--- src/rtl/csa_pkg.sv ---
// Package with shared types and constants for the contiguous slot allocator.
`timescale 1ns / 1ps
`default_nettype none
package csa_pkg;

   localparam int CSA_SLOTS       = 22;
   localparam int CSA_SLOT_STRIDE = 16;
   localparam int SIZE_W          = 5;
   localparam int MAX_IW          = 6;
   localparam int MAX_CW          = 7;

   localparam logic FUNC_ALLOC = 1'b0;
   localparam logic FUNC_FREE  = 1'b1;

   typedef enum logic [1:0] {
      MARK_FREE = 2'd0,
      MARK_HEAD = 2'd1,
      MARK_CONT = 2'd2
   } csa_mark_type;

   typedef enum logic [2:0] {
      ST_CLEAR,
      ST_IDLE,
      ST_SCAN,
      ST_FILL,
      ST_FCHECK,
      ST_FSCAN,
      ST_DONE
   } csa_state_type;

   typedef struct packed {
      logic              func;
      logic [SIZE_W-1:0] base_size;
      logic [SIZE_W-1:0] requested_size;
      logic [SIZE_W-1:0] head_slot;
   } csa_req_type;

   typedef struct packed {
      logic              ok;
      logic [SIZE_W-1:0] start_slot;
      logic [8:0]        base_offset;
      logic [SIZE_W-1:0] run_length;
      logic [SIZE_W-1:0] free_slots;
      logic              fit_flag;
   } csa_rsp_type;

   typedef struct packed {
      logic              ok;
      logic              is_free;
      logic [MAX_IW-1:0] start;
      logic [MAX_CW-1:0] len;
   } csa_done_type;

endpackage
`default_nettype wire

--- src/rtl/csa_mark_mem.sv ---
// Slot mark memory with one write port and one registered read port.
`timescale 1ns / 1ps
`default_nettype none
module csa_mark_mem #(
   parameter int SLOTS = csa_pkg::CSA_SLOTS,
   localparam int IW   = (SLOTS > 1) ? $clog2(SLOTS) : 1
) (
   input  wire logic                  clock,
   input  wire logic                  wr_en,
   input  wire logic [IW-1:0]         wr_addr,
   input  wire csa_pkg::csa_mark_type wr_data,
   input  wire logic [IW-1:0]         rd_addr,
   output csa_pkg::csa_mark_type      rd_data_ff
);

   csa_pkg::csa_mark_type mem [SLOTS];

   always_ff @(posedge clock) begin
      if (wr_en) begin
         mem[wr_addr] <= wr_data;
      end
      rd_data_ff <= mem[rd_addr];
   end

endmodule
`default_nettype wire

--- src/rtl/csa_ctrl.sv ---
// Sequencer that clears, scans, fills and frees slot runs in the mark memory.
`timescale 1ns / 1ps
`default_nettype none
module csa_ctrl #(
   parameter int SLOTS = csa_pkg::CSA_SLOTS,
   localparam int IW   = (SLOTS > 1) ? $clog2(SLOTS) : 1,
   localparam int CW   = $clog2(SLOTS + 1),
   localparam int SW   = ((IW > csa_pkg::SIZE_W) ? IW : csa_pkg::SIZE_W) + 1
) (
   input  wire logic                  clock,
   input  wire logic                  reset,
   input  wire logic                  req_valid,
   output logic                       req_stall,
   input  wire csa_pkg::csa_req_type  req_data,
   output logic                       mem_wr_en,
   output logic [IW-1:0]              mem_wr_addr,
   output csa_pkg::csa_mark_type      mem_wr_data,
   output logic [IW-1:0]              mem_rd_addr,
   input  wire csa_pkg::csa_mark_type mem_rd_data,
   output logic                       done_valid,
   input  wire logic                  done_ready,
   output csa_pkg::csa_done_type      done_data
);

   localparam logic [IW-1:0] LAST = IW'(SLOTS - 1);

   csa_pkg::csa_state_type state_ff, state_in;
   logic [IW-1:0] clr_ff, clr_in;
   logic [IW-1:0] cur_ff, cur_in;
   logic [IW-1:0] head_ff, head_in;
   logic [IW-1:0] wr_ff, wr_in;
   logic [csa_pkg::SIZE_W-1:0] cnt_ff, cnt_in;
   logic [csa_pkg::SIZE_W-1:0] len_ff, len_in;
   logic [csa_pkg::SIZE_W-1:0] rem_ff, rem_in;
   logic [CW-1:0] n_ff, n_in;
   logic up_ff, up_in;
   logic ok_ff, ok_in;
   logic free_ff, free_in;

   logic                       req_up;
   logic [csa_pkg::SIZE_W-1:0] req_len;
   logic [csa_pkg::SIZE_W-1:0] cnt_inc;
   logic [SW-1:0]              up_head;

   always_ff @(posedge clock) begin
      if (reset) begin
         state_ff <= csa_pkg::ST_CLEAR;
         clr_ff   <= '0;
      end else begin
         state_ff <= state_in;
         clr_ff   <= clr_in;
      end
      cur_ff  <= cur_in;
      head_ff <= head_in;
      wr_ff   <= wr_in;
      cnt_ff  <= cnt_in;
      len_ff  <= len_in;
      rem_ff  <= rem_in;
      n_ff    <= n_in;
      up_ff   <= up_in;
      ok_ff   <= ok_in;
      free_ff <= free_in;
   end

   always_comb begin
      req_up  = (req_data.requested_size == '0) ||
                (req_data.requested_size <= req_data.base_size);
      req_len = req_up ? req_data.base_size : req_data.requested_size;
      cnt_inc = cnt_ff + 1'b1;
      up_head = SW'(cur_ff) + SW'(1) - SW'(len_ff);
   end

   always_comb begin
      state_in    = state_ff;
      clr_in      = clr_ff;
      cur_in      = cur_ff;
      head_in     = head_ff;
      wr_in       = wr_ff;
      cnt_in      = cnt_ff;
      len_in      = len_ff;
      rem_in      = rem_ff;
      n_in        = n_ff;
      up_in       = up_ff;
      ok_in       = ok_ff;
      free_in     = free_ff;
      req_stall   = 1'b1;
      mem_wr_en   = 1'b0;
      mem_wr_addr = cur_ff;
      mem_wr_data = csa_pkg::MARK_FREE;
      mem_rd_addr = cur_ff;
      done_valid  = 1'b0;

      case (state_ff)
         csa_pkg::ST_CLEAR: begin
            mem_wr_en   = 1'b1;
            mem_wr_addr = clr_ff;
            clr_in      = clr_ff + 1'b1;
            if (clr_ff == LAST) begin
               state_in = csa_pkg::ST_IDLE;
            end
         end
         csa_pkg::ST_IDLE: begin
            req_stall = 1'b0;
            if (req_valid) begin
               free_in = (req_data.func == csa_pkg::FUNC_FREE);
               ok_in   = 1'b0;
               cnt_in  = '0;
               n_in    = '0;
               if (req_data.func == csa_pkg::FUNC_ALLOC) begin
                  up_in  = req_up;
                  len_in = req_len;
                  if ((req_len == '0) || (int'(req_len) > SLOTS)) begin
                     state_in = csa_pkg::ST_DONE;
                  end else begin
                     cur_in      = req_up ? '0 : LAST;
                     mem_rd_addr = cur_in;
                     state_in    = csa_pkg::ST_SCAN;
                  end
               end else begin
                  if (int'(req_data.head_slot) >= SLOTS) begin
                     state_in = csa_pkg::ST_DONE;
                  end else begin
                     cur_in      = IW'(req_data.head_slot);
                     head_in     = IW'(req_data.head_slot);
                     mem_rd_addr = cur_in;
                     state_in    = csa_pkg::ST_FCHECK;
                  end
               end
            end
         end
         csa_pkg::ST_SCAN: begin
            if (mem_rd_data == csa_pkg::MARK_FREE) begin
               cnt_in = cnt_inc;
            end else begin
               cnt_in = '0;
            end
            if ((mem_rd_data == csa_pkg::MARK_FREE) && (cnt_inc >= len_ff)) begin
               head_in  = up_ff ? IW'(up_head) : cur_ff;
               wr_in    = up_ff ? IW'(up_head) : cur_ff;
               rem_in   = len_ff;
               ok_in    = 1'b1;
               state_in = csa_pkg::ST_FILL;
            end else if ((up_ff && (cur_ff == LAST)) || (!up_ff && (cur_ff == '0))) begin
               state_in = csa_pkg::ST_DONE;
            end else begin
               cur_in      = up_ff ? cur_ff + 1'b1 : cur_ff - 1'b1;
               mem_rd_addr = cur_in;
            end
         end
         csa_pkg::ST_FILL: begin
            mem_wr_en   = 1'b1;
            mem_wr_addr = wr_ff;
            mem_wr_data = (wr_ff == head_ff) ? csa_pkg::MARK_HEAD : csa_pkg::MARK_CONT;
            wr_in       = wr_ff + 1'b1;
            rem_in      = rem_ff - 1'b1;
            if (rem_ff == csa_pkg::SIZE_W'(1)) begin
               state_in = csa_pkg::ST_DONE;
            end
         end
         csa_pkg::ST_FCHECK: begin
            if (mem_rd_data != csa_pkg::MARK_HEAD) begin
               state_in = csa_pkg::ST_DONE;
            end else begin
               mem_wr_en   = 1'b1;
               mem_wr_addr = head_ff;
               n_in        = CW'(1);
               ok_in       = 1'b1;
               if (head_ff == LAST) begin
                  state_in = csa_pkg::ST_DONE;
               end else begin
                  cur_in      = head_ff + 1'b1;
                  mem_rd_addr = cur_in;
                  state_in    = csa_pkg::ST_FSCAN;
               end
            end
         end
         csa_pkg::ST_FSCAN: begin
            if (mem_rd_data == csa_pkg::MARK_CONT) begin
               mem_wr_en   = 1'b1;
               mem_wr_addr = cur_ff;
               n_in        = n_ff + 1'b1;
               if (cur_ff == LAST) begin
                  state_in = csa_pkg::ST_DONE;
               end else begin
                  cur_in      = cur_ff + 1'b1;
                  mem_rd_addr = cur_in;
               end
            end else begin
               state_in = csa_pkg::ST_DONE;
            end
         end
         csa_pkg::ST_DONE: begin
            done_valid = 1'b1;
            if (done_ready) begin
               state_in = csa_pkg::ST_IDLE;
            end
         end
         default: begin
            state_in = csa_pkg::ST_IDLE;
         end
      endcase
   end

   always_comb begin
      done_data.ok      = ok_ff;
      done_data.is_free = free_ff;
      done_data.start   = ok_ff ? csa_pkg::MAX_IW'(head_ff) : '0;
      if (!ok_ff) begin
         done_data.len = '0;
      end else if (free_ff) begin
         done_data.len = csa_pkg::MAX_CW'(n_ff);
      end else begin
         done_data.len = csa_pkg::MAX_CW'(len_ff);
      end
   end

endmodule
`default_nettype wire

--- src/rtl/csa_rsp.sv ---
// Result register with the free-slot count and the all-fit flag.
`timescale 1ns / 1ps
`default_nettype none
module csa_rsp #(
   parameter int SLOTS       = csa_pkg::CSA_SLOTS,
   parameter int SLOT_STRIDE = csa_pkg::CSA_SLOT_STRIDE,
   localparam int CW         = $clog2(SLOTS + 1),
   localparam int PW         = csa_pkg::MAX_IW + 9
) (
   input  wire logic                 clock,
   input  wire logic                 reset,
   input  wire logic                 done_valid,
   output logic                      done_ready,
   input  wire csa_pkg::csa_done_type done_data,
   output logic                      rsp_valid,
   input  wire logic                 rsp_stall,
   output csa_pkg::csa_rsp_type      rsp_data
);

   logic                 rsp_valid_ff, rsp_valid_in;
   csa_pkg::csa_rsp_type rsp_data_ff, rsp_data_in;
   logic [CW-1:0]        free_count_ff, free_count_in;
   logic                 all_fit_ff, all_fit_in;
   logic                 load;
   logic [PW-1:0]        offset;

   always_ff @(posedge clock) begin
      if (reset) begin
         rsp_valid_ff  <= 1'b0;
         free_count_ff <= CW'(SLOTS);
         all_fit_ff    <= 1'b1;
      end else begin
         rsp_valid_ff  <= rsp_valid_in;
         free_count_ff <= free_count_in;
         all_fit_ff    <= all_fit_in;
      end
      rsp_data_ff <= rsp_data_in;
   end

   always_comb begin
      done_ready    = !rsp_valid_ff || !rsp_stall;
      load          = done_valid && done_ready;
      offset        = PW'(done_data.start) * PW'(SLOT_STRIDE);
      free_count_in = free_count_ff;
      all_fit_in    = all_fit_ff;
      if (done_data.ok) begin
         if (done_data.is_free) begin
            free_count_in = free_count_ff + CW'(done_data.len);
            all_fit_in    = 1'b1;
         end else begin
            free_count_in = free_count_ff - CW'(done_data.len);
         end
      end else if (!done_data.is_free) begin
         all_fit_in = 1'b0;
      end
      if (!load) begin
         free_count_in = free_count_ff;
         all_fit_in    = all_fit_ff;
      end
      rsp_data_in = rsp_data_ff;
      if (load) begin
         rsp_data_in.ok          = done_data.ok;
         rsp_data_in.start_slot  = csa_pkg::SIZE_W'(done_data.start);
         rsp_data_in.base_offset = offset[8:0];
         rsp_data_in.run_length  = csa_pkg::SIZE_W'(done_data.len);
         rsp_data_in.free_slots  = csa_pkg::SIZE_W'(free_count_in);
         rsp_data_in.fit_flag    = all_fit_in;
      end
      if (load) begin
         rsp_valid_in = 1'b1;
      end else if (rsp_stall) begin
         rsp_valid_in = rsp_valid_ff;
      end else begin
         rsp_valid_in = 1'b0;
      end
      rsp_valid = rsp_valid_ff;
      rsp_data  = rsp_data_ff;
   end

endmodule
`default_nettype wire

--- src/rtl/contiguous_slot_allocator.sv ---
// Top level of the first-fit contiguous slot allocator.
// After reset the block clears every slot of the mark memory and takes no request until done.
// An allocate scans the marks for a free run of the requested length and then fills that run,
// the scan reading one mark and the fill writing one mark per cycle.
// A free checks for a head mark at the named slot, clears it and then clears the continuation
// slots after it, up to the top slot; a free that names no head or is out of range clears nothing.
`timescale 1ns / 1ps
`default_nettype none
module contiguous_slot_allocator #(
   parameter int SLOTS       = csa_pkg::CSA_SLOTS,
   parameter int SLOT_STRIDE = csa_pkg::CSA_SLOT_STRIDE
) (
   input  wire logic                 clock,
   input  wire logic                 reset,
   input  wire logic                 req_valid,
   output logic                      req_stall,
   input  wire csa_pkg::csa_req_type req_data,
   output logic                      rsp_valid,
   input  wire logic                 rsp_stall,
   output csa_pkg::csa_rsp_type      rsp_data
);

   localparam int IW = (SLOTS > 1) ? $clog2(SLOTS) : 1;

   logic                  mem_wr_en;
   logic [IW-1:0]         mem_wr_addr;
   csa_pkg::csa_mark_type mem_wr_data;
   logic [IW-1:0]         mem_rd_addr;
   csa_pkg::csa_mark_type mem_rd_data;
   logic                  done_valid;
   logic                  done_ready;
   csa_pkg::csa_done_type done_data;

   csa_mark_mem #(
      .SLOTS(SLOTS)
   ) u_mem (
      .clock     (clock),
      .wr_en     (mem_wr_en),
      .wr_addr   (mem_wr_addr),
      .wr_data   (mem_wr_data),
      .rd_addr   (mem_rd_addr),
      .rd_data_ff(mem_rd_data)
   );

   csa_ctrl #(
      .SLOTS(SLOTS)
   ) u_ctrl (
      .clock      (clock),
      .reset      (reset),
      .req_valid  (req_valid),
      .req_stall  (req_stall),
      .req_data   (req_data),
      .mem_wr_en  (mem_wr_en),
      .mem_wr_addr(mem_wr_addr),
      .mem_wr_data(mem_wr_data),
      .mem_rd_addr(mem_rd_addr),
      .mem_rd_data(mem_rd_data),
      .done_valid (done_valid),
      .done_ready (done_ready),
      .done_data  (done_data)
   );

   csa_rsp #(
      .SLOTS      (SLOTS),
      .SLOT_STRIDE(SLOT_STRIDE)
   ) u_rsp (
      .clock     (clock),
      .reset     (reset),
      .done_valid(done_valid),
      .done_ready(done_ready),
      .done_data (done_data),
      .rsp_valid (rsp_valid),
      .rsp_stall (rsp_stall),
      .rsp_data  (rsp_data)
   );

endmodule
`default_nettype wire
--- config.mk ---
export PLATFORM = sky130hd
export DESIGN_NAME = contiguous_slot_allocator
export DESIGN_NICKNAME = d
export VERILOG_FILES = /design/src/rtl/csa_pkg.sv /design/src/rtl/csa_mark_mem.sv /design/src/rtl/csa_ctrl.sv /design/src/rtl/csa_rsp.sv /design/src/rtl/contiguous_slot_allocator.sv
export SDC_FILE = /design/constraint.sdc
export NUM_CORES = 1
export LEC_CHECK = 0
export BUFFER_PORTS_ARGS = -buffer_cell sky130_fd_sc_hd__buf_2
export CORE_MARGIN = 2
export CORE_UTILIZATION = 41
export DETAILED_ROUTE_END_ITERATION = 7
export PLACE_DENSITY = 0.67
export RECOVER_POWER = 100
export SLEW_MARGIN = 10
export SYNTH_ARGS = -nofsm -noshare
export SYNTH_HDL_FRONTEND = slang
export SYNTH_SLANG_ARGS = --single-unit
--- constraint.sdc ---
create_clock -name clock -period 3.9 [get_ports clock]
set_input_delay 1.17 -clock clock [delete_from_list [all_inputs] [get_ports clock]]
set_output_delay 1.17 -clock clock [all_outputs]
set_load 0.05 [all_outputs]
==> flow_summary.ini <==
[outcome]
status = finished clean

[clock_tree]
ctsHoldBuffers = 0
cts_setup_buffers = 0
cts_max_path_buffers = 2
cts_inserted_buffers = 17
clock_latency_ns = 0.41
ctsRootBufferMaster = clkbuf_16
htreeDepth = 4
cts_sinks = 116
clk_transition_reported_paths_ns = 0.05
cts_tree = built

[timing]
holdWs_ns = 0.5067
hold_violations = 0
relSlewSlack_pct = 25.92
finalSetupViolCount = 0
fin_ws_ns = 0.1743
skew_ns = 0.006138
finalCritPeriodShare_pct = 95.53
clock.fmax_ghz = 0.2684
period_minus_slack_ns = 3.726
worst-slew-pin-transition_ns = 1.103
rsz0062_at_grt = false
slew_violations = 0

[synthesis]
synthSimpleGateAreaFrac_pct = 15.76
synthAdderAreaFrac_pct = 6.803
ys_async_sr_fraction_pct = 0
synth_area_per_cell_sq_um = 10.45
ys_seq_area_share_pct = 47.70
syn_area_sq_um = 6842
synthCells = 655
synth-compound-area-share_pct = 12.64
synthDistinctLibCells = 79
synth-edff-count = 94
ys.flop_type = edfxtp_1
synth_seq_cells = 116
synth_top_family_by_area = simple AND/OR/NAND/NOR gates
synth_warnings = 0
synth_xor_area_share_pct = 4.865
synth_mux_area_share_pct = 7.169

[run]
drv_cap = 0

[routing]
routedWlPerCell_microns = 17.09
first_iter_violations = 458
routed_via_density = 5.524
num_vias = 5237
routed_wl_mm = 16.20
firstDrtPassIters = 6
drc = 0
ant_nets = 0

[placement]
dp.cells = 916
dp_hpwl_mm = 11.99
gp_congestion = 0.9178
place.port_buffers = 43
post-place-ws_ns = -0.3560

[final_layout]
final_cell_mix = edfxtp_1, nor2_1, nand2_1, a21oi_1, clkbuf_1
syn_to_final_growth_pct = 15.98
n_antenna_cell = 0
stdcell_count = 948
drive_gt1_share_pct = 14.15
final_common_cell = edfxtp_1
fillers = 1562
finalNetCount = 771
postLayoutCoreUtil_pct = 48.19

[critical_path]
worstPathMaxFanout = 16
crit_path_max_incr_delay_ns = 0.48
crit_buf_inv = 3
cp.required_ns = 4.19
worstPathArrival_ns = 4.01
cpMostUsedCell = mux2i_1
path_class = in2reg
end_kind = flop
critPathTopFamily = simple AND/OR/NAND/NOR gates
start_kind = primary input
path_cells = buf_2, inv_1, ha_1, and3_1, nand3_1, a22oi_1, nand4_1, or4bb_1, a31o_1, buf_12, mux2i_1, mux2i_1, a22o_1, o41a_1
worst_path_max_delay_cell = or4bb_1

[min_path]
hold_path.class = reg2reg

[pwr]
finalPower_uw = 4212
vdd_drop_max_mv = 0.3360
p_per_area_nw_per_um2 = 530.7
leakage_uw = 0.003006

[grt]
antenna_found_initial = 0
grt_pass1_vias = 5247
grt_max_degree = 23
overflow = 0
grt_pass1_wl_mm = 26.84
grt_usage_pct = 19.29

[die]
dieWidth_microns = 133.2
rows = 47
fp.dieH_microns = 133.2
dieArea_sq_um = 17740
io_pins = 48
fp.coreArea_sq_um = 16470
start_util_pct = 41.55
[final timing paths]
kind                    start                   to  slack (ns)  cells past startpoint
max              req_data[13]  u_mem.rd_data_ff[0]        0.17                     14
max reg2reg  u_ctrl.cnt_ff[0]  u_mem.rd_data_ff[0]        0.28                     16
min reg2reg   u_rsp.rsp_valid      u_rsp.rsp_valid        0.51                      2
min           u_rsp.rsp_valid      u_rsp.rsp_valid        0.51                      2
[cells by family (layout without fill, tap and decap cells)]
group | Yosys count | after routing
flops | 116 | 116
other cells | 1 | 4
fa+ha+maj | 36 | 36
xor+xnor | 38 | 38
simple gates | 218 | 218
mux | 47 | 47
compound gates | 126 | 126
buf+inv | 73 | 143
[worst register-to-register path, stage by stage, from the launching register on]
cell and delay [ns]:
edfxtp_1 0.44, ha_1 0.26, nand3_1 0.10, xnor2_1 0.14, ha_1 0.29, a21oi_1 0.20, nor3_1 0.08, a211oi_2 0.16
buf_4 0.19, o32a_1 0.19, mux2i_1 0.10, a31o_1 0.23, buf_12 0.16, mux2i_1 0.19, mux2i_1 0.12, a22o_1 0.24
o41a_1 0.41
[registers in the layout (all words and copies together) (netlist names), 2 cells and up]
register / count
u_ctrl.len_ff: 5
u_ctrl.wr_ff: 5
u_ctrl.cur_ff: 5
u_ctrl.rem_ff: 5
u_ctrl.cnt_ff: 5
u_rsp.rsp_data: 17
u_mem.mem: 44
u_rsp.free_count_ff: 5
u_ctrl.head_ff: 5
u_ctrl.state_ff: 3
u_mem.rd_data_ff: 2
u_ctrl.n_ff: 5
u_ctrl.clr_ff: 5
[routing by layer]
layer  wire length [microns]  global-route usage, %  part of all wire [%]
met1                    7160                  24.74                    44
met2                    7596                  31.75                    47
met3                    1142                  5.479                   7.1
met4                     297                  6.147                   1.8
met5                       0                      0                     0
[cell type report]
type | instances | area (sq um) | share of cell area (%)
clock buffer | 21 | 440.4 | 5.550
clock inverter | 11 | 137.6 | 1.734
timing repair buffer | 80 | 447.9 | 5.645
multi-input combinational | 469 | 3254 | 41.01
sequential | 116 | 3263 | 41.12
inverter | 31 | 116.4 | 1.466
tap | 220 | 275.3 | 3.469
[cell usage after synthesis, drive strengths merged, types with 9 or more instances]
cell     n  area share (%)
nor2b    9            0.86
edfxtp  94              41
nor2    68             3.8
xnor2   21             2.7
mux2    16             2.6
mux2i   31             4.5
nand3   22             1.7
a21oi   39             3.0
inv     31             1.7
buf     23             2.3
ha      34             6.2
o21ai   24             1.8
nand2   54             3.0
and2    10            0.91
xor2    17             2.2
clkbuf  19             1.0
dfxtp   22             6.4
[stage by stage]
stage                     setup TNS [ns]  area, sq um
final                                  0         7935
after global routing                   0         7935
after CTS                              0         7995
after detailed placement         -0.6922         7417
after global placement           -0.3660         7417
after floorplan                        0         6853
[where the power goes]
group / switching (uW) / internal (uW)
Sequential: 94.1 / 1430
Combinational: 659 / 502
Clock: 528 / 996
Total: 1280 / 2930
[timing repair]
action                                 4_1_cts  5_1_grt
setup endpoints to repair                    0        2
resized for setup                            0        2
endpoints found under the hold margin        0        0
Note: power is estimated with default switching activity, not from simulation.
